**config.mk**
```make
export PLATFORM = sky130hd
export DESIGN_NAME = gamepad_poll_sequencer
export DESIGN_NICKNAME = d
export VERILOG_FILES = /design/src/rtl/gps_pkg.sv /design/src/rtl/gps_fifo.sv /design/src/rtl/gps_front.sv /design/src/rtl/gps_engine.sv /design/src/rtl/gamepad_poll_sequencer.sv
export SDC_FILE = /design/constraint.sdc
export NUM_CORES = 1
export LEC_CHECK = 0
export ABC_CLOCK_PERIOD_IN_PS = 8350
export BUFFER_PORTS_ARGS = -buffer_cell sky130_fd_sc_hd__buf_2
export CAP_MARGIN = 10
export CORE_AREA = 2 2 144 146
export DETAILED_ROUTE_END_ITERATION = 10
export DIE_AREA = 0 0 146 148
export GPL_TIMING_DRIVEN = 0
export PLACE_DENSITY = 0.79
export SLEW_MARGIN = 20
export SYNTH_ARGS = -nofsm -noshare
export SYNTH_HDL_FRONTEND = slang
export SYNTH_SLANG_ARGS = --single-unit
```
**constraint.sdc**
```tcl
create_clock -name clock -period 8.35 [get_ports clock]
set_input_delay 0 -clock clock [delete_from_list [all_inputs] [get_ports clock]]
set_output_delay 0 -clock clock [all_outputs]
set_load 0.02 [all_outputs]
```
**src/rtl/gps_pkg.sv**
```systemverilog
`timescale 1ns / 1ps
// Shared types, codes and frame tables for the game pad poll sequencer.
package gps_pkg;

   // Frame and queue sizing
   localparam int MAIN_FRAME_BYTES = 21;
   localparam int CMD_QUEUE_DEPTH  = 2;
   localparam int RSP_QUEUE_DEPTH  = 2;

   // Configuration port
   localparam int CSR_ADDR_BITS = 3;
   localparam int CSR_DATA_BITS = 16;
   localparam logic [CSR_ADDR_BITS-1:0] CSR_RECONFIG_PERIOD   = 3'd0;
   localparam logic [CSR_ADDR_BITS-1:0] CSR_ANALOG_ENABLE     = 3'd1;
   localparam logic [CSR_ADDR_BITS-1:0] CSR_MOTORS_ENABLE     = 3'd2;
   localparam logic [CSR_ADDR_BITS-1:0] CSR_SMALL_MOTOR_ON    = 3'd3;
   localparam logic [CSR_ADDR_BITS-1:0] CSR_LARGE_MOTOR_POWER = 3'd4;

   // Configuration reset values
   localparam logic [15:0] RECONFIG_PERIOD_RESET = 16'd50;

   // Input event codes
   localparam logic [1:0] MODE_POLL = 2'd0;
   localparam logic [1:0] MODE_BYTE = 2'd1;
   localparam logic [1:0] MODE_FAIL = 2'd2;

   // Protocol bytes
   localparam logic [7:0]  ID_ANALOG    = 8'h73;
   localparam logic [7:0]  STICK_IDLE   = 8'd128;
   localparam logic [15:0] BUTTONS_IDLE = 16'hFFFF;
   localparam logic [15:0] COUNT_TOP    = 16'hFFFF;

   localparam logic [7:0] ENTER_BYTES [5] = '{8'h01, 8'h43, 8'h00, 8'h01, 8'h00};
   localparam logic [7:0] MOTOR_BYTES [9] =
      '{8'h01, 8'h4D, 8'h00, 8'h00, 8'h01, 8'hFF, 8'hFF, 8'hFF, 8'hFF};
   localparam logic [7:0] ANALOG_BYTES [9] =
      '{8'h01, 8'h44, 8'h00, 8'h01, 8'h03, 8'h00, 8'h00, 8'h00, 8'h00};
   localparam logic [7:0] EXIT_BYTES [9] =
      '{8'h01, 8'h43, 8'h00, 8'h00, 8'h5A, 8'h5A, 8'h5A, 8'h5A, 8'h5A};
   localparam logic [7:0] MAIN_HEAD   = 8'h01;
   localparam logic [7:0] MAIN_POLL   = 8'h42;
   localparam logic [7:0] MOTOR_FULL  = 8'hFF;

   typedef enum logic [1:0] {
      CMD_NOP,
      CMD_POLL,
      CMD_BYTE,
      CMD_FAIL
   } cmd_type;

   typedef enum logic [2:0] {
      PH_IDLE,
      PH_ENTER,
      PH_MOTORS,
      PH_ANALOG,
      PH_EXIT,
      PH_MAIN
   } phase_type;

   typedef struct packed {
      logic [1:0] mode;
      logic [7:0] rx_byte;
   } req_type;

   typedef struct packed {
      logic        tx_valid;
      logic [7:0]  tx_byte;
      logic        frame_first;
      logic        frame_final;
      logic        report_valid;
      logic        failed;
      logic [15:0] button_bits;
      logic [7:0]  right_x;
      logic [7:0]  right_y;
      logic [7:0]  left_x;
      logic [7:0]  left_y;
   } rsp_type;

   typedef struct packed {
      cmd_type    cmd;
      logic [7:0] rx_byte;
   } cmd_item_type;

   typedef struct packed {
      logic                     we;
      logic [CSR_ADDR_BITS-1:0] addr;
      logic [CSR_DATA_BITS-1:0] data;
   } csr_write_type;

   // Length of a frame in bytes
   function automatic logic [4:0] frame_len(phase_type ph);
      case (ph)
         PH_ENTER: frame_len = 5'd5;
         PH_MAIN:  frame_len = 5'(MAIN_FRAME_BYTES);
         default:  frame_len = 5'd9;
      endcase
   endfunction

   // Command byte at a position of a frame
   function automatic logic [7:0] frame_byte(phase_type ph, logic [4:0] pos,
                                             logic small_on, logic [7:0] large_pwr);
      logic [7:0] b;
      b = 8'h00;
      case (ph)
         PH_ENTER:  if (pos < 5'd5) b = ENTER_BYTES[pos[2:0]];
         PH_MOTORS: if (pos < 5'd9) b = MOTOR_BYTES[pos[3:0]];
         PH_ANALOG: if (pos < 5'd9) b = ANALOG_BYTES[pos[3:0]];
         PH_EXIT:   if (pos < 5'd9) b = EXIT_BYTES[pos[3:0]];
         PH_MAIN: begin
            case (pos)
               5'd0:    b = MAIN_HEAD;
               5'd1:    b = MAIN_POLL;
               5'd3:    b = small_on ? MOTOR_FULL : 8'h00;
               5'd4:    b = large_pwr;
               default: b = 8'h00;
            endcase
         end
         default: b = 8'h00;
      endcase
      return b;
   endfunction

endpackage

```
**src/rtl/gps_fifo.sv**
```systemverilog
`timescale 1ns / 1ps
// Small first-in first-out queue with a full and an empty flag.
module gps_fifo #(
   parameter int WIDTH = 8,
   parameter int DEPTH = 2
) (
   input  logic             clock,
   input  logic             reset,
   input  logic             push,
   input  logic [WIDTH-1:0] push_data,
   output logic             full,
   input  logic             pop,
   output logic [WIDTH-1:0] pop_data,
   output logic             empty
);

   localparam int AW = (DEPTH > 1) ? $clog2(DEPTH) : 1;
   localparam int CW = $clog2(DEPTH + 1);

   logic [WIDTH-1:0] mem_ff [DEPTH];
   logic [AW-1:0]    wr_ptr_ff, wr_ptr_in;
   logic [AW-1:0]    rd_ptr_ff, rd_ptr_in;
   logic [CW-1:0]    count_ff, count_in;
   logic             do_push, do_pop;

   assign full     = (count_ff == CW'(DEPTH));
   assign empty    = (count_ff == '0);
   assign do_push  = push && !full;
   assign do_pop   = pop && !empty;
   assign pop_data = mem_ff[rd_ptr_ff];

   // Advance pointers and occupancy
   always_comb begin
      wr_ptr_in = wr_ptr_ff;
      rd_ptr_in = rd_ptr_ff;
      count_in  = count_ff;
      if (do_push) begin
         wr_ptr_in = (wr_ptr_ff == AW'(DEPTH - 1)) ? '0 : wr_ptr_ff + AW'(1);
      end
      if (do_pop) begin
         rd_ptr_in = (rd_ptr_ff == AW'(DEPTH - 1)) ? '0 : rd_ptr_ff + AW'(1);
      end
      if (do_push && !do_pop) begin
         count_in = count_ff + CW'(1);
      end else if (do_pop && !do_push) begin
         count_in = count_ff - CW'(1);
      end
   end

   always_ff @(posedge clock) begin
      if (reset) begin
         wr_ptr_ff <= '0;
         rd_ptr_ff <= '0;
         count_ff  <= '0;
      end else begin
         wr_ptr_ff <= wr_ptr_in;
         rd_ptr_ff <= rd_ptr_in;
         count_ff  <= count_in;
      end
   end

   // Store the pushed item
   always_ff @(posedge clock) begin
      if (do_push) begin
         mem_ff[wr_ptr_ff] <= push_data;
      end
   end

endmodule

```
**src/rtl/gps_front.sv**
```systemverilog
`timescale 1ns / 1ps
// Front end: decodes incoming events into commands and queues them.
module gps_front
   import gps_pkg::*;
#(
   parameter int CMD_DEPTH = CMD_QUEUE_DEPTH
) (
   input  logic         clock,
   input  logic         reset,
   input  logic         req_push,
   input  req_type      req_data,
   output logic         req_full,
   input  logic         cmd_pop,
   output cmd_item_type cmd_item,
   output logic         cmd_valid
);

   cmd_item_type                      cmd_new;
   logic [$bits(cmd_item_type)-1:0]   cmd_raw;
   logic                              cmd_empty;

   // Classify the event; unknown codes become no-ops
   always_comb begin
      cmd_new.rx_byte = req_data.rx_byte;
      case (req_data.mode)
         MODE_POLL: cmd_new.cmd = CMD_POLL;
         MODE_BYTE: cmd_new.cmd = CMD_BYTE;
         MODE_FAIL: cmd_new.cmd = CMD_FAIL;
         default:   cmd_new.cmd = CMD_NOP;
      endcase
   end

   gps_fifo #(
      .WIDTH ($bits(cmd_item_type)),
      .DEPTH (CMD_DEPTH)
   ) u_cmd_queue (
      .clock     (clock),
      .reset     (reset),
      .push      (req_push),
      .push_data (cmd_new),
      .full      (req_full),
      .pop       (cmd_pop),
      .pop_data  (cmd_raw),
      .empty     (cmd_empty)
   );

   assign cmd_item  = cmd_raw;
   assign cmd_valid = !cmd_empty;

endmodule

```
**src/rtl/gps_engine.sv**
```systemverilog
`timescale 1ns / 1ps
// Back end: frame sequencer, reply capture and configuration registers.
module gps_engine
   import gps_pkg::*;
(
   input  logic          clock,
   input  logic          reset,
   input  csr_write_type csr,
   input  logic          cmd_valid,
   input  cmd_item_type  cmd_item,
   output logic          cmd_pop,
   input  logic          rsp_full,
   output logic          rsp_push,
   output rsp_type       rsp_item
);

   // Configuration
   logic [15:0] period_ff;
   logic        analog_en_ff;
   logic        motors_en_ff;
   logic        small_on_ff;
   logic [7:0]  large_pwr_ff;

   // Sequencer state
   phase_type   phase_ff, phase_in;
   logic [4:0]  pos_ff, pos_in;
   logic [15:0] count_ff, count_in;
   logic [15:0] buttons_ff, buttons_in;
   logic [7:0]  sticks_ff [4];
   logic [7:0]  sticks_in [4];
   logic [7:0]  reply_id_ff, reply_id_in;

   logic        go;
   logic [15:0] count_inc;
   logic [4:0]  pos_next;
   phase_type   start_ph;
   logic        start;
   logic        stick_live;

   assign go       = cmd_valid && !rsp_full;
   assign cmd_pop  = go;
   assign rsp_push = go;
   assign pos_next = pos_ff + 5'd1;
   assign stick_live = analog_en_ff && (reply_id_ff == ID_ANALOG);

   // Write configuration registers
   always_ff @(posedge clock) begin
      if (reset) begin
         period_ff    <= RECONFIG_PERIOD_RESET;
         analog_en_ff <= 1'b1;
         motors_en_ff <= 1'b0;
         small_on_ff  <= 1'b0;
         large_pwr_ff <= 8'h00;
      end else if (csr.we) begin
         case (csr.addr)
            CSR_RECONFIG_PERIOD:   period_ff    <= csr.data;
            CSR_ANALOG_ENABLE:     analog_en_ff <= csr.data[0];
            CSR_MOTORS_ENABLE:     motors_en_ff <= csr.data[0];
            CSR_SMALL_MOTOR_ON:    small_on_ff  <= csr.data[0];
            CSR_LARGE_MOTOR_POWER: large_pwr_ff <= csr.data[7:0];
            default: ;
         endcase
      end
   end

   always_ff @(posedge clock) begin
      if (reset) begin
         phase_ff    <= PH_IDLE;
         pos_ff      <= '0;
         count_ff    <= '0;
         buttons_ff  <= BUTTONS_IDLE;
         reply_id_ff <= '0;
         for (int k = 0; k < 4; k++) sticks_ff[k] <= STICK_IDLE;
      end else begin
         phase_ff    <= phase_in;
         pos_ff      <= pos_in;
         count_ff    <= count_in;
         buttons_ff  <= buttons_in;
         reply_id_ff <= reply_id_in;
         for (int k = 0; k < 4; k++) sticks_ff[k] <= sticks_in[k];
      end
   end

   // Next state and result for the command at the queue head
   always_comb begin
      phase_in    = phase_ff;
      pos_in      = pos_ff;
      count_in    = count_ff;
      buttons_in  = buttons_ff;
      reply_id_in = reply_id_ff;
      for (int k = 0; k < 4; k++) sticks_in[k] = sticks_ff[k];
      rsp_item    = '0;
      start       = 1'b0;
      start_ph    = PH_IDLE;
      count_inc   = (count_ff != COUNT_TOP) ? count_ff + 16'd1 : count_ff;

      if (go) begin
         case (cmd_item.cmd)
            CMD_POLL: begin
               if (phase_ff == PH_IDLE) begin
                  start    = 1'b1;
                  start_ph = PH_MAIN;
                  if (analog_en_ff || motors_en_ff) begin
                     count_in = count_inc;
                     if (count_inc > period_ff) start_ph = PH_ENTER;
                  end
               end
            end
            CMD_FAIL: begin
               if (phase_ff != PH_IDLE) begin
                  phase_in   = PH_IDLE;
                  pos_in     = '0;
                  buttons_in = BUTTONS_IDLE;
                  for (int k = 0; k < 4; k++) sticks_in[k] = STICK_IDLE;
                  rsp_item.failed = 1'b1;
               end
            end
            CMD_BYTE: begin
               if (phase_ff != PH_IDLE) begin
                  // Capture reply bytes of the main frame
                  if (phase_ff == PH_MAIN) begin
                     if (pos_ff == 5'd1) reply_id_in = cmd_item.rx_byte;
                     if (pos_ff == 5'd3) buttons_in[15:8] = cmd_item.rx_byte;
                     if (pos_ff == 5'd4) buttons_in[7:0] = cmd_item.rx_byte;
                     for (int k = 0; k < 4; k++) begin
                        if (pos_ff == 5'(5 + k)) begin
                           sticks_in[k] = stick_live ? cmd_item.rx_byte : STICK_IDLE;
                        end
                     end
                  end
                  if ({1'b0, pos_ff} + 6'd1 < {1'b0, frame_len(phase_ff)}) begin
                     pos_in = pos_next;
                     rsp_item.tx_valid    = 1'b1;
                     rsp_item.tx_byte     =
                        frame_byte(phase_ff, pos_next, small_on_ff, large_pwr_ff);
                     rsp_item.frame_final = (pos_next + 5'd1 == frame_len(phase_ff));
                  end else begin
                     case (phase_ff)
                        PH_ENTER: begin
                           start    = 1'b1;
                           start_ph = motors_en_ff ? PH_MOTORS :
                                      (analog_en_ff ? PH_ANALOG : PH_EXIT);
                        end
                        PH_MOTORS: begin
                           start    = 1'b1;
                           start_ph = analog_en_ff ? PH_ANALOG : PH_EXIT;
                        end
                        PH_ANALOG: begin
                           start    = 1'b1;
                           start_ph = PH_EXIT;
                        end
                        PH_EXIT: begin
                           start    = 1'b1;
                           start_ph = PH_MAIN;
                           count_in = '0;
                        end
                        default: begin
                           phase_in = PH_IDLE;
                           pos_in   = '0;
                           rsp_item.report_valid = 1'b1;
                        end
                     endcase
                  end
               end
            end
            default: ;
         endcase
      end

      // Open a new frame at byte zero
      if (start) begin
         phase_in             = start_ph;
         pos_in               = '0;
         rsp_item.tx_valid    = 1'b1;
         rsp_item.tx_byte     = frame_byte(start_ph, 5'd0, small_on_ff, large_pwr_ff);
         rsp_item.frame_first = 1'b1;
         rsp_item.frame_final = (frame_len(start_ph) == 5'd1);
      end

      // Show the held report with a finished or failed poll
      if (rsp_item.report_valid || rsp_item.failed) begin
         rsp_item.button_bits = buttons_in;
         rsp_item.right_x     = sticks_in[0];
         rsp_item.right_y     = sticks_in[1];
         rsp_item.left_x      = sticks_in[2];
         rsp_item.left_y      = sticks_in[3];
      end
   end

endmodule

```
**src/rtl/gamepad_poll_sequencer.sv**
```systemverilog
`timescale 1ns / 1ps
// Top level of the game pad poll sequencer.
//
//   channel   ports                          moves
//   request   req_push / req_full / req_data  one event: mode and received byte
//   response  rsp_pop / rsp_empty / rsp_data  one result per event
//   csr       csr_we / csr_addr / csr_wdata   register write, no wait
//
// One event per cycle is sustained while the response queue has room; the
// frame sequencer retires one command per cycle unless that queue is full. An
// event is registered in the command queue, its result in the response queue.
// Synchronous active-high reset empties both queues and loads register defaults.
// A held response fills the response queue, then stalls the sequencer, then
// the command queue raises req_full; no item is dropped.
module gamepad_poll_sequencer
   import gps_pkg::*;
#(
   parameter int CMD_DEPTH = CMD_QUEUE_DEPTH,
   parameter int RSP_DEPTH = RSP_QUEUE_DEPTH
) (
   input  logic                     clock,
   input  logic                     reset,
   input  logic                     req_push,
   input  req_type                  req_data,
   output logic                     req_full,
   input  logic                     rsp_pop,
   output rsp_type                  rsp_data,
   output logic                     rsp_empty,
   input  logic                     csr_we,
   input  logic [CSR_ADDR_BITS-1:0] csr_addr,
   input  logic [CSR_DATA_BITS-1:0] csr_wdata
);

   csr_write_type               csr;
   cmd_item_type                cmd_item;
   logic                        cmd_valid;
   logic                        cmd_pop;
   logic                        rsp_full;
   logic                        rsp_push;
   rsp_type                     rsp_item;
   logic [$bits(rsp_type)-1:0]  rsp_raw;

   assign csr.we   = csr_we;
   assign csr.addr = csr_addr;
   assign csr.data = csr_wdata;

   gps_front #(
      .CMD_DEPTH (CMD_DEPTH)
   ) u_front (
      .clock     (clock),
      .reset     (reset),
      .req_push  (req_push),
      .req_data  (req_data),
      .req_full  (req_full),
      .cmd_pop   (cmd_pop),
      .cmd_item  (cmd_item),
      .cmd_valid (cmd_valid)
   );

   gps_engine u_engine (
      .clock     (clock),
      .reset     (reset),
      .csr       (csr),
      .cmd_valid (cmd_valid),
      .cmd_item  (cmd_item),
      .cmd_pop   (cmd_pop),
      .rsp_full  (rsp_full),
      .rsp_push  (rsp_push),
      .rsp_item  (rsp_item)
   );

   gps_fifo #(
      .WIDTH ($bits(rsp_type)),
      .DEPTH (RSP_DEPTH)
   ) u_rsp_queue (
      .clock     (clock),
      .reset     (reset),
      .push      (rsp_push),
      .push_data (rsp_item),
      .full      (rsp_full),
      .pop       (rsp_pop),
      .pop_data  (rsp_raw),
      .empty     (rsp_empty)
   );

   assign rsp_data = rsp_raw;

endmodule

```
==> run summary <==
Status -> finished clean
Worst Clk Skew -> 0.01191 ns
Max_cap viols -> 0
CTS H-tree lvls -> 1
Sequential fraction of the synthesis area -> 55.77%
Ys flop type -> edfxtp_1
Slew margin rel. -> 43.41%
Minimum period implied by the final worst setup slack -> 3.946 ns
Most common cell after layout, fill and taps aside -> edfxtp_1
CTS tree -> done
Synth cell types -> 76
Cell Rows -> 52
Final Hold Viols -> 0
CP peak stage delay -> 0.49 ns
Final worst setup slack -> 4.404 ns
Antenna cell count -> 0
Post-synth EDFFs -> 142
WP data required -> 8.62 ns
Final antenna-violating net count -> 0
First-pass GRT wire length -> 44.41 mm
Port Buffers -> 95
Seq pwr share -> 40.4%
Hold Path Class -> input port to flip-flop
Drt wl/cell -> 17.75 um
Pre-CTS WS -> 4.478 ns
Worst-path maximum fanout -> 10
VDD IR-drop max -> 0.1818 mV
CP max stage cell -> dfxtp_1
Switching share of power -> 31.19%
CP Capture Type -> flip-flop
Netlist Area Pre-Place -> 11850 um^2
Synth Area per Inst -> 10.91 um^2
Unrepaired setup endpoints after global routing -> false
Vias in the first global route -> 8877
Post-route DRC -> 0
Fin nets -> 1320
Post-route cell area -> 14110 um^2
Hold Slack -> 0.08483 ns
Routed wire length -> 27.37 mm
Critical path class -> flip-flop to flip-flop
Clk buf depth -> 3
Detailed-route via count -> 8973
# resized after CTS -> 0
Async SR Flop Fraction -> 0%
Root buf cell -> clkbuf_16
1st-iter DRT viols -> 672
DIE AREA -> 21610 um^2
Clock sinks -> 259
PD cells -> 295.9 nW/um^2
Io pins -> 97
Internal Power -> 2873 uW
Tot GR Track Use -> 25.34%
Later-pin clock latency in the skew report -> 0.54 ns
Most frequent cells in the layout -> 142 x edfxtp_1, 135 x nor2_1, 117 x dfxtp_1, 110 x buf_2, 87 x nand2_1
Gpl congestion -> 0.8843
Largest net degree at the start of global routing -> 44
Worst Tran Pin Value -> 0.8457 ns
Startpoint types -> flip-flop
Drt via density -> 5.819
Area growth syn-to-layout -> 19.13%
Initial antenna violation count -> 0
Die H -> 148 um
Combinational power share -> 28.3%
Placed inst area -> 12740 um^2
Fmax -> 0.2534 GHz
Final Setup Violations -> 0
Die X -> 146 um
Post-CTS Setup Bufs -> 0
Initial core utilization -> 59.12%
Post-Syn Instances -> 1086
Setup_tns -> 0 ns
Fin crit share -> 47.26%
Core Footprint -> 20040 um^2
Syn_nets -> 1155
Clock power share -> 31.2%
CTS buffer count -> 27
Leak pwr -> 0.005246 uW
WP data arrival -> 4.22 ns
Final slew viol count -> 0
Grt total ovfl -> 0
Post-DP HPWL -> 18.70 mm
DRT Pass-1 Iters -> 5
Crit path cell chain -> ha_1 -> buf_2 -> inv_1 -> ha_1 -> clkbuf_1 -> inv_1 -> ha_1 -> nor2b_1 -> o31ai_2 -> a21oi_1 -> a21oi_1 -> o31a_1 -> buf_2 -> buf_6 -> nor2_1
Synth warnings -> 0
FF+latch count, synth -> 259
Switching power -> 1302 uW
Most used cell, CP -> ha_1
Final Total Pwr -> 4176 uW
Share of cells above drive strength 1 -> 19.97%
Clk slew on worst S/H paths -> 0.07 ns
cell usage after synthesis (9+ instances only):
| cell | count | share of area (%) |
|---|---|---|
| a211oi_1 | 11 | 0.70 |
| a31oi_1 | 12 | 0.63 |
| nand2b_1 | 23 | 1.2 |
| nand3_1 | 24 | 1.0 |
| nor2b_1 | 12 | 0.63 |
| xor2_1 | 9 | 0.67 |
| edfxtp_1 | 142 | 36 |
| buf_2 | 15 | 0.63 |
| ha_1 | 35 | 3.7 |
| clkbuf_1 | 38 | 1.2 |
| nand2_1 | 87 | 2.8 |
| or3_1 | 11 | 0.58 |
| inv_1 | 37 | 1.2 |
| o21ai_0 | 48 | 2.0 |
| nor2_1 | 136 | 4.3 |
| xnor2_1 | 13 | 0.96 |
| mux2_2 | 65 | 6.2 |
| a21oi_1 | 55 | 2.3 |
| a22oi_1 | 44 | 2.8 |
| dfxtp_1 | 117 | 20 |
| and3_1 | 9 | 0.48 |
| mux2i_1 | 17 | 1.4 |
worst paths after layout:
path,start,endpoint,slack [ns],cells after the start
max,u_engine.pos_ff[1],u_rsp_queue.mem_ff[1][43],4.40,15
min,reset,u_engine.sticks_ff[0][7],0.08,2
max reg2reg,u_engine.pos_ff[1],u_rsp_queue.mem_ff[1][43],4.40,15
min reg2reg,u_engine.large_pwr_ff[5],u_engine.large_pwr_ff[5],0.46,2
per-layer routing:
layer,routed length [um],track usage [%]
met5,0,0
met4,914,9.854
met3,1847,3.765
met2,13340,43.99
met1,11260,32.26
metrics by stage:
step,cells,utilization [%]
final,1542,70.42
after global routing,1542,70.42
after CTS,1542,70.42
after detailed placement,1454,63.56
after global placement,1451,63.17
after floorplan,1086,-
cell type report:
| type | instances | area (um^2) |
|---|---|---|
| Sequential cell | 259 | 6606 |
| Fill cell | 1489 | 5927 |
| Multi-Input combinational cell | 729 | 4836 |
| Timing Repair Buffer | 136 | 923.4 |
| Clock buffer | 36 | 778.2 |
| Tap cell | 270 | 337.8 |
| Buffer | 59 | 267.8 |
| Clock inverter | 14 | 216.5 |
| Inverter | 39 | 146.4 |
cell families (layout without fill, tap and decap cells):
group | after synthesis | after routing | synth area share [%]
multiplexers | 82 | 82 | 7.615
AND/OR/NAND/NOR | 349 | 349 | 14.03
AO/OA/AOI/OAI | 239 | 239 | 13.50
flip-flops | 259 | 259 | 55.77
buffers and inverters | 98 | 284 | 3.496
adder cells (fa/ha/maj) | 35 | 35 | 3.697
XOR/XNOR | 24 | 24 | 1.901
worst max-delay path: cells and delay by family, from the launching register on:
family	cells	cell delay, ns
buffers and inverters	6	1.18
AOI/OAI and AO/OA	4	1.00
adders and majority gates	3	0.77
DFF	1	0.49
and+or+nand+nor	2	0.22
timing repair:
item,4_1_cts,5_1_grt
endpoints found under the hold margin,50,0
hold buffers,38,0
endpoints found under the setup margin,0,0
state kept, by name, summed over array words and instances (netlist names), named ones only:
register / flops
u_engine.pos_ff: 5
u_engine.sticks_ff: 32
u_engine.reply_id_ff: 8
u_engine.small_on_ff: 1
u_engine.period_ff: 16
u_front.u_cmd_queue.mem_ff: 20
u_rsp_queue.mem_ff: 122
u_engine.large_pwr_ff: 8
u_front.u_cmd_queue.wr_ptr_ff: 1
u_front.u_cmd_queue.rd_ptr_ff: 1
u_rsp_queue.wr_ptr_ff: 1
u_front.u_cmd_queue.count_ff: 2
u_engine.count_ff: 16
u_engine.analog_en_ff: 1
u_engine.buttons_ff: 16
u_engine.phase_ff: 3
u_rsp_queue.count_ff: 2
u_engine.motors_en_ff: 1
u_rsp_queue.rd_ptr_ff: 1
power groups by stage:
stage	sequential, uW	combinational, uW	clock (uW)
after floorplan	1700	802	0
after global placement	1720	1110	0
after detailed placement	1710	1160	0
after CTS	1690	1190	1320
after global routing	1710	1280	1380
final	1690	1180	1300
Power figures use the tool's default switching activity.
